File: src/asdx_pkg.sv
// Shared types, character codes and result codes for the sentence decoder.
package asdx_pkg;

    localparam logic [7:0] FRAME_MAX = 8'd64;

    localparam logic [7:0] CHAR_DOLLAR  = 8'h24;
    localparam logic [7:0] CHAR_NEWLINE = 8'h0A;
    localparam logic [7:0] CHAR_STAR    = 8'h2A;
    localparam logic [7:0] CHAR_COMMA   = 8'h2C;
    localparam logic [7:0] CHAR_ZERO    = 8'h30;
    localparam logic [7:0] CHAR_NINE    = 8'h39;
    localparam logic [7:0] CHAR_UPPER_A = 8'h41;
    localparam logic [7:0] CHAR_UPPER_F = 8'h46;
    localparam logic [7:0] CHAR_LOWER_A = 8'h61;
    localparam logic [7:0] CHAR_LOWER_F = 8'h66;

    localparam logic [7:0] DEC_RADIX = 8'd10;
    localparam logic [4:0] HEX_RADIX = 5'd16;

    localparam logic [1:0] PH_IDLE    = 2'd0;
    localparam logic [1:0] PH_PAYLOAD = 2'd1;
    localparam logic [1:0] PH_CHECK   = 2'd2;

    localparam logic [2:0] STATUS_OK         = 3'd0;
    localparam logic [2:0] STATUS_BAD_FORMAT = 3'd1;
    localparam logic [2:0] STATUS_MISMATCH   = 3'd2;
    localparam logic [2:0] STATUS_UNKNOWN    = 3'd3;
    localparam logic [2:0] STATUS_OVERFLOW   = 3'd4;

    localparam logic [2:0] KIND_NONE  = 3'd0;
    localparam logic [2:0] KIND_ERROR = 3'd6;

    localparam int NUM_TYPES = 5;

    localparam logic [23:0] TYPE_CODES [NUM_TYPES] = '{
        24'h434841, 24'h414343, 24'h524556, 24'h53484F, 24'h524553
    };
    localparam logic [1:0] TYPE_FIELDS [NUM_TYPES] = '{
        2'd1, 2'd1, 2'd1, 2'd2, 2'd3
    };

    typedef struct packed {
        logic [1:0]  phase;
        logic [7:0]  frame_length;
        logic [7:0]  running_xor;
        logic [23:0] type_letters;
        logic [2:0]  type_letter_count;
        logic [1:0]  field_index;
        logic [7:0]  field_value_a;
        logic [7:0]  field_value_b;
        logic [7:0]  field_value_c;
        logic        digits_ended;
        logic [7:0]  check_value;
        logic [1:0]  check_digit_count;
        logic        check_bad_char;
    } frame_t;

    typedef struct packed {
        logic [2:0] status;
        logic [2:0] event_kind;
        logic [7:0] value_a;
        logic [7:0] value_b;
        logic [7:0] value_c;
    } result_t;

endpackage

File: src/asdx_parser.sv
// Frame state tracker that folds one received byte per transaction into the sentence state.
module asdx_parser import asdx_pkg::*; (
    input  logic       aclk,
    input  logic       aresetn,
    input  logic       step,
    input  logic [7:0] rx_byte,
    output frame_t     frame,
    output logic       emit
);

    frame_t frame_reg;
    frame_t frame_next;

    function automatic logic [4:0] hex_decode(input logic [7:0] c);
        logic [7:0] d;
        d = 8'd0;
        if (c >= CHAR_ZERO && c <= CHAR_NINE) begin
            d = c - CHAR_ZERO;
            return {1'b1, d[3:0]};
        end else if (c >= CHAR_UPPER_A && c <= CHAR_UPPER_F) begin
            d = c - CHAR_UPPER_A + DEC_RADIX;
            return {1'b1, d[3:0]};
        end else if (c >= CHAR_LOWER_A && c <= CHAR_LOWER_F) begin
            d = c - CHAR_LOWER_A + DEC_RADIX;
            return {1'b1, d[3:0]};
        end
        return {1'b0, d[3:0]};
    endfunction

    always_comb begin
        logic [4:0] hex;
        logic [7:0] digit;
        hex = hex_decode(rx_byte);
        digit = rx_byte - CHAR_ZERO;
        frame_next = frame_reg;
        emit = 1'b0;
        if (step) begin
            if (rx_byte == CHAR_DOLLAR) begin
                frame_next = '0;
                frame_next.phase = PH_PAYLOAD;
            end else if (frame_reg.phase == PH_IDLE) begin
                frame_next = frame_reg;
            end else if (rx_byte == CHAR_NEWLINE) begin
                emit = 1'b1;
                frame_next = '0;
            end else begin
                if (frame_reg.frame_length < FRAME_MAX) begin
                    frame_next.frame_length = frame_reg.frame_length + 8'd1;
                end
                if (frame_reg.phase == PH_PAYLOAD) begin
                    if (rx_byte == CHAR_STAR) begin
                        frame_next.phase = PH_CHECK;
                    end else begin
                        frame_next.running_xor = frame_reg.running_xor ^ rx_byte;
                        if (rx_byte == CHAR_COMMA) begin
                            if (frame_reg.field_index < 2'd3) begin
                                frame_next.field_index = frame_reg.field_index + 2'd1;
                                frame_next.digits_ended = 1'b0;
                            end else begin
                                frame_next.digits_ended = 1'b1;
                            end
                        end else if (frame_reg.field_index == 2'd0) begin
                            if (frame_reg.type_letter_count < 3'd3) begin
                                frame_next.type_letters = {frame_reg.type_letters[15:0], rx_byte};
                            end
                            if (frame_reg.type_letter_count < 3'd4) begin
                                frame_next.type_letter_count =
                                    frame_reg.type_letter_count + 3'd1;
                            end
                        end else if (!frame_reg.digits_ended) begin
                            if (rx_byte >= CHAR_ZERO && rx_byte <= CHAR_NINE) begin
                                case (frame_reg.field_index)
                                    2'd1: frame_next.field_value_a =
                                        frame_reg.field_value_a * DEC_RADIX + digit;
                                    2'd2: frame_next.field_value_b =
                                        frame_reg.field_value_b * DEC_RADIX + digit;
                                    2'd3: frame_next.field_value_c =
                                        frame_reg.field_value_c * DEC_RADIX + digit;
                                    default: frame_next.field_value_a = frame_reg.field_value_a;
                                endcase
                            end else begin
                                frame_next.digits_ended = 1'b1;
                            end
                        end
                    end
                end else begin
                    if (!hex[4]) begin
                        frame_next.check_bad_char = 1'b1;
                    end else if (frame_reg.check_digit_count < 2'd2) begin
                        frame_next.check_value = {frame_reg.check_value[3:0], hex[3:0]};
                    end
                    if (frame_reg.check_digit_count < 2'd3) begin
                        frame_next.check_digit_count = frame_reg.check_digit_count + 2'd1;
                    end
                end
            end
        end
    end

    always_ff @(posedge aclk) begin
        if (!aresetn) begin
            frame_reg <= '0;
        end else begin
            frame_reg <= frame_next;
        end
    end

    assign frame = frame_reg;

endmodule

File: src/asdx_finish.sv
// Result evaluation that turns the state of an ended frame into status, kind and values.
module asdx_finish import asdx_pkg::*; (
    input  frame_t  frame,
    output result_t result
);

    always_comb begin
        logic [2:0] t;
        logic       known;
        t = 3'd0;
        known = 1'b0;
        for (int i = NUM_TYPES - 1; i >= 0; i--) begin
            if (frame.type_letter_count == 3'd3 && frame.type_letters == TYPE_CODES[i]) begin
                t = 3'(i);
                known = 1'b1;
            end
        end
        result = '0;
        if (frame.frame_length >= FRAME_MAX) begin
            result.status = STATUS_OVERFLOW;
            result.event_kind = KIND_ERROR;
        end else if (frame.phase != PH_CHECK || frame.check_digit_count != 2'd2
                     || frame.check_bad_char) begin
            result.status = STATUS_BAD_FORMAT;
            result.event_kind = KIND_ERROR;
        end else if (frame.check_value != frame.running_xor) begin
            result.status = STATUS_MISMATCH;
            result.event_kind = KIND_ERROR;
        end else if (!known) begin
            result.status = STATUS_UNKNOWN;
            result.event_kind = KIND_NONE;
        end else begin
            result.status = STATUS_OK;
            result.event_kind = t + 3'd1;
            result.value_a = frame.field_value_a;
            if (TYPE_FIELDS[t] >= 2'd2) begin
                result.value_b = frame.field_value_b;
            end
            if (TYPE_FIELDS[t] >= 2'd3) begin
                result.value_c = frame.field_value_c;
            end
        end
    end

endmodule

File: src/ascii_sentence_decoder_xor_check_top.sv
// Top level of the sentence decoder: input register, frame parser and result register.
//
// The block takes one received byte per transaction and decodes sentences of the form
// "$TYPE,n,n,n*HH" ended by a newline, checking the XOR checksum over the payload. A byte
// accepted into the input register waits there until it can advance; the edge at which it
// advances updates the frame state and, for a newline that ends a frame, loads the result
// register, from which the result is offered. A new byte is accepted every
// cycle while results are taken; the input register holds its byte whenever a result waits
// unaccepted in the result register, so a held-off result stalls the input after one more
// byte.
module ascii_sentence_decoder_xor_check_top import asdx_pkg::*; (
    input  logic       aclk,
    input  logic       aresetn,
    input  logic       s_valid,
    output logic       s_ready,
    input  logic [7:0] s_rx_byte,
    output logic       m_valid,
    input  logic       m_ready,
    output logic [2:0] m_status,
    output logic [2:0] m_event_kind,
    output logic [7:0] m_value_a,
    output logic [7:0] m_value_b,
    output logic [7:0] m_value_c
);

    logic       in_valid_reg;
    logic [7:0] in_byte_reg;
    logic       out_valid_reg;
    result_t    out_reg;

    logic       advance;
    logic       emit;
    frame_t     frame;
    result_t    result;

    assign advance = in_valid_reg && (!out_valid_reg || m_ready);
    assign s_ready = !in_valid_reg || advance;

    asdx_parser u_parser (
        .aclk    (aclk),
        .aresetn (aresetn),
        .step    (advance),
        .rx_byte (in_byte_reg),
        .frame   (frame),
        .emit    (emit)
    );

    asdx_finish u_finish (
        .frame  (frame),
        .result (result)
    );

    always_ff @(posedge aclk) begin
        if (!aresetn) begin
            in_valid_reg <= 1'b0;
            out_valid_reg <= 1'b0;
        end else begin
            if (s_ready) begin
                in_valid_reg <= s_valid;
            end
            if (advance && emit) begin
                out_valid_reg <= 1'b1;
            end else if (m_ready) begin
                out_valid_reg <= 1'b0;
            end
        end
    end

    always_ff @(posedge aclk) begin
        if (s_valid && s_ready) begin
            in_byte_reg <= s_rx_byte;
        end
        if (advance && emit) begin
            out_reg <= result;
        end
    end

    assign m_valid = out_valid_reg;
    assign m_status = out_reg.status;
    assign m_event_kind = out_reg.event_kind;
    assign m_value_a = out_reg.value_a;
    assign m_value_b = out_reg.value_b;
    assign m_value_c = out_reg.value_c;

endmodule
File: config.mk
export PLATFORM = sky130hd
export DESIGN_NAME = ascii_sentence_decoder_xor_check_top
export DESIGN_NICKNAME = d
export VERILOG_FILES = /design/src/asdx_pkg.sv /design/src/asdx_parser.sv /design/src/asdx_finish.sv /design/src/ascii_sentence_decoder_xor_check_top.sv
export SDC_FILE = /design/constraint.sdc
export NUM_CORES = 1
export LEC_CHECK = 0
export BUFFER_PORTS_ARGS = -buffer_cell sky130_fd_sc_hd__clkbuf_2
export CAP_MARGIN = 20
export CORE_ASPECT_RATIO = 0.7
export CORE_MARGIN = 2
export CORE_UTILIZATION = 40
export CTS_CLUSTER_SIZE = 10
export DETAILED_ROUTE_END_ITERATION = 8
export SKIP_LAST_GASP = 1
export SLEW_MARGIN = 10
export SYNTH_ARGS = -nofsm -noshare
export SYNTH_HDL_FRONTEND = slang
export SYNTH_SLANG_ARGS = --single-unit
File: constraint.sdc
create_clock -name aclk -period 6.4 [get_ports aclk]
set_clock_uncertainty 0.1 [all_clocks]
set_input_delay 1.28 -clock aclk [delete_from_list [all_inputs] [get_ports aclk]]
set_output_delay 1.28 -clock aclk [all_outputs]
set_load 0.01 [all_outputs]
## Yosys cells after proc, flatten, opt, wreduce, memory -nomap -nowiden

Memory sizes are Yosys's and may differ from the RTL's.
Cells that the tools add are included.
W data, S select, Z words.

| word-level totals | value |
|---|---|
| bits in registers | 123 |
| ROM bits | 16 |
| bits of input ports | 12 |
| output and inout port bits | 32 |
| logic and storage cells | 199 |
| memories | 1 |

Memory list:

| memory | depth | width | read ports | clocked after memory_dff | wr ports | RTL line | RTL |
|---|---|---|---|---|---|---|---|
| (name not given) | 8 | 2 | 1 | 0 | 0 | asdx_finish.sv:36 | `if (TYPE_FIELDS[t] >= 2'd2) begin` |

| cells by class | value |
|---|---|
| add/sub/neg operators | 13 |
| multiply operators | 3 |
| magnitude comparators | 16 |
| equal/unequal tests | 25 |
| multiplexer cells | 60 |
| bitwise gates (word level) | 5 |
| reduce and logical (&&, ||, !) cells | 53 |

Operators with widths:

| kind | number |
|---|---|
| $mux W83 | 3 |
| $mux W62 | 2 |
| $eq A24 B23 Y1 const B | 5 |
| $mux W24 | 3 |
| $mux W27 | 2 |
| $mux W25 | 2 |
| $mux W8 | 6 |
| $reduce_bool A3 Y1 | 15 |
| $reduce_and A9 Y1 | 3 |
| $mux W5 | 5 |
| $add A8 B8 Y8 | 3 |
| $eq A8 B6 Y1 const B | 3 |
| $ge A8 B7 Y1 const B | 3 |
| $mul A8 B3 Y7 const B | 3 |
| $mux W1 | 18 |
| $mux W3 | 6 |
| $le A8 B7 Y1 const B | 2 |
| $reduce_and A4 Y1 | 4 |
| $mux W2 | 7 |
| $reduce_and A7 Y1 | 2 |
| $mux W4 | 3 |
| $mux W6 | 2 |
| $ne A3 B1 Y1 const B | 4 |
| $logic_and A1 B1 Y1 | 11 |
| 38 further kinds | 58 |

## Logic depth before layout (Yosys ltp)

Gate-level depths: netlist (run 1).

| depth | value |
|---|---|
| depth after elaboration | 14 |
| mapped depth | 12 |
| gate-level depth less buffers | 12 |

## Modules after synthesis

Synthesis (run 1) repeated with hierarchy kept, for this count alone.

| unflattened totals | value |
|---|---|
| cell total of the unflattened synthesis | 739 |
| area, all modules | 7305.8 um^2 |

By module, submodules not included:

| module | instances | cells each | area an instance (um^2) | sequential area each (um^2) |
|---|---|---|---|---|
| asdx_parser | 1 | 605 | 5393.9 | 1661.6 |
| ascii_sentence_decoder_xor_check_top | 1 | 51 | 1253.7 | 1181.1 |
| asdx_finish | 1 | 83 | 658.1 | 0.0 |

## Least setup slack after synthesis (run 1)

No wires, ideal clock.

| timing path | value |
|---|---|
| path kind | input to register |
| from | in m_ready |
| to | reg out_reg, in the netlist m_event_kind[0] (enable) |
| setup time | 0.457 ns |
| arrival | 3.756 ns |
| required time | 5.843 ns |
| slack | 2.087 ns |
| stages | 3 |
| path buffers | 0 |
| cells stage by stage | nor2b_1 > nand2b_1 > nor3_1 |

| between the ends | value |
|---|---|
| longest elaborated chain between the ends | 4 |

Ends and longest elaborated chain:

| what | RTL line | RTL |
|---|---|---|
| start: declaration | ascii_sentence_decoder_xor_check_top.sv:18 | `input logic m_ready,` |
| $logic_or A1 B1 Y1 (*) | ascii_sentence_decoder_xor_check_top.sv:36 | `assign advance = in_valid_reg && (!out_valid_reg \|\| m_ready);` |
| $logic_and A1 B1 Y1 (*) | ascii_sentence_decoder_xor_check_top.sv:36 |  |
| $mux W1 | asdx_parser.sv:37 | `if (step) begin` |
| $logic_and A1 B1 Y1 (*) | ascii_sentence_decoder_xor_check_top.sv:73 | `if (advance && emit) begin` |
| end signal: assignment | ascii_sentence_decoder_xor_check_top.sv:74 | `out_reg <= result;` |
| end: declaration | ascii_sentence_decoder_xor_check_top.sv:29 | `result_t out_reg;` |

Every way passes the cells marked *; elsewhere a longest branch is shown, timed or not.
A chain may end at the register's enable or synchronous reset.

## Worst setup path in the final report (run 1)

| timing path | value |
|---|---|
| from | reg in_byte_reg[1] |
| to | reg u_parser.frame_reg, in the netlist u_parser.frame[47] |

| between the ends | value |
|---|---|
| longest elaborated chain between the ends | 4 |
| elaborated cells on any way between the ends | 14 |
| classes of those cells | eq/ne (7); mux (3); reduce/logical (4) |

Ends and longest elaborated chain:

| what | RTL line | RTL |
|---|---|---|
| start: declaration | ascii_sentence_decoder_xor_check_top.sv:27 | `logic [7:0] in_byte_reg;` |
| start signal: assignment | ascii_sentence_decoder_xor_check_top.sv:71 | `in_byte_reg <= s_rx_byte;` |
| parallel branches: the longest is 4 deep, another holds $eq A8 B6 Y1 | - |  |
| end signal: assignment | asdx_parser.sv:104 | `frame_reg <= frame_next;` |
| end: declaration | asdx_parser.sv:11 | `frame_t frame_reg;` |

Several ways; the timed one is not identified. The select of a mux whose other input is x is not followed.

==> metrics.md, run 1 <==
| Metric | Value |
|---|---|
| Run status | finished clean |
| H-tree Lvls | 4 |
| Clk root buf | clkbuf_16 |
| Share of layout cells above drive strength 1 | between 10% and 20% |
| Reg clk slew, reported paths | about 0.050 ns |
| Multi-input gate area | between 4000 and 5000 µm² |
| Critical path required time | approximately 6.6 ns |
| Layout area overhead | 13.6% |
| Share of flip-flops with an asynchronous set or reset | 0% |
| Routed len/inst | ~16 µm |
| HP Class | reg2reg |
| Pre-Repair DR Iteration Count | 5 |
| Area of the mapped netlist | about 7100 µm² |
| Synth area leaders | dfxtp_1 (24%), edfxtp_1 (16%), ha_1 (10%) |
| Seq/Total Area, Yosys | around 40% |
| Grt peak-use layer | met2 |
| Most common cell after layout, fill and taps aside | dfxtp_1 |
| Nets | 838 |
| DR vias | ~5400 |
| Port Buffers | between 40 and 50 |
| Gpl congestion | slightly above 0.9 |
| Max Fclk | 0.279 GHz |
| Least-Margin Pin Slew | around 0.95 ns |
| Power per cell area | between 200 and 250 nW/µm² |
| VDD IR max | 161 µV |
| Filler cells | 1663 |
| Initial core utilization | 41.1% |
| WHS Endpoint | u_parser.frame[35] |
| FF+latch count, synth | 123 |
| Crit Path Category | reg2reg |
| Worst Setup End Kind | flip-flop |
| Synth Net Count | 800 |
| Synth top area share | about a quarter |
| Vias/cell | between 5 and 6 |
| 1st-iter DRT viols | ~370 |
| CP Max Fanout | 24 |
| Global route total overflow | 0 |
| Max reg flops | 83 |
| DP HPWL | 11.5 mm |
| Cell count after synthesis | around 720 |
| Sum Neg Setup Slack | 0 ns |
| Antenna diodes | 0 |
| Dpl ws | approximately 2.8 ns |
| CTS tree | built |
| Hold-fix buffers, CTS | 0 |
| Yosys top cell by area | dfxtp_1 |
| Global routing usage on met2 | 28.1% |
| First-pass GRT wire length | about 27 mm |
| Largest net degree at the start of global routing | 57 |
| Total global-route track usage | 18.4% |
| Max-slew violations | 0 |
| Register-to-Register Path Depth | 8 |
| Period minus WS final | approximately 3.6 ns |
| Average cell area after synthesis | a little under 10 µm² |
| RSZ-0062 raised after global routing | false |
| Max cap viols | 0 |
| Routed Antenna Nets | 0 |
| Hold Path Origin | u_parser.frame[35] |
| Worst reg2reg startpoint | in_byte_reg[1] |
| IO Pins | 44 |
| # resized after CTS | 0 |
| Core Area | around 17000 µm² |
| Fin util | between 40% and 50% |
| Startpoint Class | flip-flop |
| Cell area after layout | 8090 µm² |
| Area occupied by registers | ~2800 µm² |
| Cts bufs inserted | 17 |
| Final worst slack | between 2 and 3 ns |
| Setup Fix Bufs, Post-CTS | 0 |
| Vias in the first global route | about 5400 |
| R2r setup slk | approximately 2.8 ns |
| Static leakage | ~3 nW |
| Setup violations, final | 0 |
| Headroom to the max-slew limit | 36.3% |
| Post-Route WL | ~16 mm |
| Clock Path Buffers | 2 |
| Ys Warns | 0 |
| Final hold slack | between 0.3 and 0.4 ns |
| Post-route DRC | 0 |
| Total die area | ~19000 µm² |
| Reg-to-Reg End | u_parser.frame[47] |
| Met3 usage | ~5.3% |
| Row count | 40 |
| Post-synth EDFFs | 38 |
| # clock sinks | roughly 120 |
| Worst-Skew Late Latency | between 0.4 and 0.5 ns |
| Die X | approximately 160 µm |
| Cell variety after synth | 80 |
| Area after DPL | ~7500 µm² |
| Final Hold Fails | 0 |
| Die height | roughly 120 µm |
| Routing usage on met1 | roughly a quarter |
| Period Utilization, post-route | around 56% |
| Antenna violations before repair | 0 |
| Worst EP arrival | between 3 and 4 ns |
| Commonest non-fill, non-tap cells in the layout | dfxtp_1 (85), nand2_1 (70), ha_1 (58), nand3_1 (51), clkbuf_2 (43) |
| Leading register cell type out of synthesis | dfxtp_1 |
| Hold path cells | 2 |
cell usage after synthesis (all sizes together) (6+ instances only):
master and count:
nor3 10, fa 6, nor2b 19, o21ai 17
o211ai 7, nor3b 12, nand2 70, dfxtp 85
xnor2 28, nand3 51, a21boi 45, xor2 11
inv 22, nor2 42, clkbuf 14, a32oi 8
a21o 12, nand4 13, buf 15, o21bai 7
edfxtp 38, ha 58, and2 24, a21oi 37
stage by stage:
step | std cells | total power, W
6_report | 1006 | 0.00189
5_1_grt | 1006 | 0.00195
4_1_cts | 1005 | 0.00190
3_5_place_dp | 973 | 0.000933
3_3_place_gp | 973 | 0.000931
2_1_floorplan | 724 | 0.000904
final cells by class:
cell class / count / area share, %
well taps: 231 / 3.57
repair buffers: 49 / 3.22
inverters: 22 / 1.02
multi-input cells: 549 / 49.8
flip-flops and latches: 123 / 35.1
clock buffers: 24 / 5.83
clock inverters: 8 / 1.44
kinds of logic (layout without fill, tap and decap cells):
kind of cell             count (synthesis)  after routing  synth area share [%]
multiplexers                             2              2                 0.299
adder cells (fa/ha/maj)                 64             64                  11.9
buffers and inverters                   52            103                  3.67
AND/OR/NAND/NOR                        275            275                  21.6
flip-flops                             123            123                  39.9
AO/OA/AOI/OAI                          167            167                  17.2
XOR/XNOR                                41             41                  5.43
worst max path at each step:
stage                        start                 end  cells after the start
finish              in_byte_reg[1]  u_parser.frame[47]                      8
global placement           m_ready  u_parser.frame[43]                      7
detailed placement         m_ready  u_parser.frame[50]                      7
global route        in_byte_reg[1]  u_parser.frame[44]                      8
CTS                 in_byte_reg[1]  u_parser.frame[47]                      8
floorplan                  m_ready     m_event_kind[0]                      3
power by group:
| part | internal, W | total, W | switching (W) | leakage [nW] |
|---|---|---|---|---|
| clock | 0.000630 | 0.000967 | 0.000337 | 0.292 |
| sequential | 0.000806 | 0.000821 | 0.0000153 | 0.970 |
| combinational | 0.0000410 | 0.0000976 | 0.0000566 | 1.76 |
critical path: stages, from the launching register on:
cell      delay [ns]
edfxtp_1        0.72
inv_1           0.19
ha_1            0.27
and3b_1         0.21
and2_1          0.23
o311ai_4        0.81
a211o_1         0.68
nand2_1         0.11
a21boi_0        0.18
layer usage:
layer / wire, µm / up-vias
li1: - / 2701
met1: 8240 / 2578
met2: 6990 / 145
met3: 932 / 19
met4: 196 / 0
met5: 0 / -
Note: power is estimated with default switching activity, not from simulation.
==> inputs of run 2 (changes only) <==
- clock period: 6.4 -> 3.26 ns (I/O delays scaled with it)
==> run 2 against run 1 <==
Effect of this change:
- combinational power is 130% higher
- sequential share of layout area is 0.47 points lower
- fmax is 23% higher
- via count is 2.3% higher
- sequential power is 95% higher
- worst setup slack worse by 2.5 ns
- first-iteration DRC count is 9.8% lower
- clock power is 87% higher
- cell count is 1.5% higher
- clock-buffer cell count is 6 lower
- largest power group unchanged
==> metrics.md, run 2 (synthesis gave the netlist of run 1 again) <==
| Metric | Value |
|---|---|
| Max Fclk | 0.342 GHz |
| Max reg flops | 83 |
| Core Area | roughly 17000 µm² |
| Sum Neg Setup Slack | 0 ns |
| Worst path bufs/invs | 3 |
| Hold path cells | 1 |
| Total global-route track usage | a little under a fifth |
| Vias in the first global route | approximately 5400 |
| Reg clk slew, reported paths | around 0.06 ns |
| DP HPWL | 12.2 mm |
| Max-slew violations | 0 |
| H-tree Lvls | 4 |
| Max cap viols | 0 |
| Worst Setup End Kind | flip-flop |
| Routed Antenna Nets | 0 |
| Period minus WS final | around 2.9 ns |
| Area after DPL | between 7000 and 8000 µm² |
| Hold-fix buffers, CTS | 0 |
| Routed len/inst | 16.7 µm |
| DR vias | 5569 |
| Initial core utilization | between 40 and 50% |
| Share of layout cells above drive strength 1 | ~17% |
| Cts bufs inserted | 17 |
| VDD IR max | approximately 310 µV |
| Cell area after layout | a little over 8000 µm² |
| Worst EP arrival | around 3.2 ns |
| Power per cell area | approximately 440 nW/µm² |
| Row count | 40 |
| Die height | 116 µm |
| Layout area overhead | 15.1% |
| Crit Path Category | reg2reg |
| HP Class | in2reg |
| CP delay by family, top | compound AO/OA/AOI/OAI gates |
| Setup Fix Bufs, Post-CTS | 0 |
| Startpoint Class | flip-flop |
| IO Pins | 44 |
| Slowest cell on the critical path | o311ai_4 |
| CP Max Fanout | 24 |
| Port Buffers | 43 |
| Least-Margin Pin Slew | between 0.8 and 0.9 ns |
| Antenna diodes | 0 |
| Antenna violations before repair | 0 |
| Worst-path cell chain | inv_1 -> ha_1 -> nor4b_4 -> a31oi_1 -> o311ai_4 -> buf_4 -> a211o_1 -> buf_4 -> nand2_1 -> a21boi_0 |
| CTS tree | built |
| Run status | finished clean |
| Largest net degree at the start of global routing | 37 |
| # clock sinks | 123 |
| First-pass GRT wire length | approximately 28 mm |
| Final Hold Fails | 0 |
| Filler cells | 1641 |
| # resized after CTS | 0 |
| Register-to-Register Path Depth | 10 |
| Most frequent CP cell | buf_4 |
| Most common cell after layout, fill and taps aside | dfxtp_1 |
| Total die area | roughly 19000 µm² |
| Pre-Repair DR Iteration Count | 5 |
| Post-Route WL | between 15 and 20 mm |
| Critical path depth in cells | 10 |
| RSZ-0062 raised after global routing | false |
| Static leakage | about 3 nW |
| Clk root buf | clkbuf_16 |
| Die X | about 160 µm |
| Post-route DRC | 0 |
| Headroom to the max-slew limit | 45.6% |
| Total power | 0.00363 W |
| Nets | 853 |
| Global route total overflow | 0 |
| Clock Path Buffers | 2 |
| Commonest non-fill, non-tap cells in the layout | dfxtp_1 (85), nand2_1 (70), ha_1 (58), nand3_1 (51), clkbuf_2 (43) |
| Period Utilization, post-route | around nine tenths |
| Vias/cell | roughly 5.5 |
| 1st-iter DRT viols | 333 |
| Gpl congestion | ~0.87 |
| CP max stage delay | 0.41 ns |
| Critical path required time | 3.48 ns |
| Setup violations, final | 0 |
| Worst-Skew Late Latency | 0.41 ns |
run 2: changes by cell type in the layout (fill, tap and decap cells not counted), moves of 2 or more:
cell | previous run | this run
buf_4 | 5 | 19
clkbuf_1 | 5 | 1
clkinv_2 | 4 | 8
clkinvlp_4 | 0 | 3
clkbuf_8 | 2 | 0
run 2: worst register-to-register path, cell delays in order, from the launching register on:
cell and delay, ns:
edfxtp_1 0.39, inv_1 0.19, ha_1 0.20, nor4b_4 0.33
a31oi_1 0.21, o311ai_4 0.41, buf_4 0.32, a211o_1 0.13
buf_4 0.26, nand2_1 0.08, a21boi_0 0.21
run 2: report_power, final:
group	total [W]	switching (W)	leakage, nW	internal, W
combinational	0.000225	0.000134	1.84	0.0000908
sequential	0.00160	0.0000168	0.970	0.00158
clock	0.00181	0.000697	0.275	0.00111
total	0.00363	0.000847	3.09	0.00278
run 2: path summary, 6_finish.rpt:
check	end	slack, ns	start
setup / recovery	u_parser.frame[43]	0.34	in_byte_reg[0]
hold / removal	in_byte_reg[6]	0.31	s_rx_byte[6]
setup reg to reg	u_parser.frame[43]	0.34	in_byte_reg[0]
hold reg to reg	u_parser.frame[35]	0.34	u_parser.frame[35]
run 2: per-stage QoR:
stage	utilization [%]	std cells	setup WS, ns	hold slack (ns)
6_report	47.3	1021	0.339	0.308
5_1_grt	47.3	1021	0.139	0.292
4_1_cts	47.3	1020	0.232	0.284
3_5_place_dp	44.0	988	0.224	0.340
3_3_place_gp	44.0	988	0.452	0.333
2_1_floorplan	-	724	0.137	0.326
run 2: final cells by class:
type / instances / area [µm²] / area share, %
multi-input cells: 550 / 4050 / 49.3
flip-flops and latches: 123 / 2840 / 34.7
clock buffers: 18 / 429 / 5.24
repair buffers: 63 / 378 / 4.61
well taps: 231 / 289 / 3.53
clock inverters: 14 / 131 / 1.60
inverters: 22 / 82.6 / 1.01
run 2: layer usage:
| metal | GRT usage [%] | up-vias | share of wire [%] | routed length, µm |
|---|---|---|---|---|
| met4 | 5.50 | 0 | 1.1 | 186 |
| li1 | - | 2734 | - | - |
| met1 | 26.4 | 2648 | 49 | 8450 |
| met2 | 28.9 | 170 | 43 | 7320 |
| met3 | 5.05 | 17 | 6.6 | 1130 |
| met5 | 0 | - | 0 | 0 |
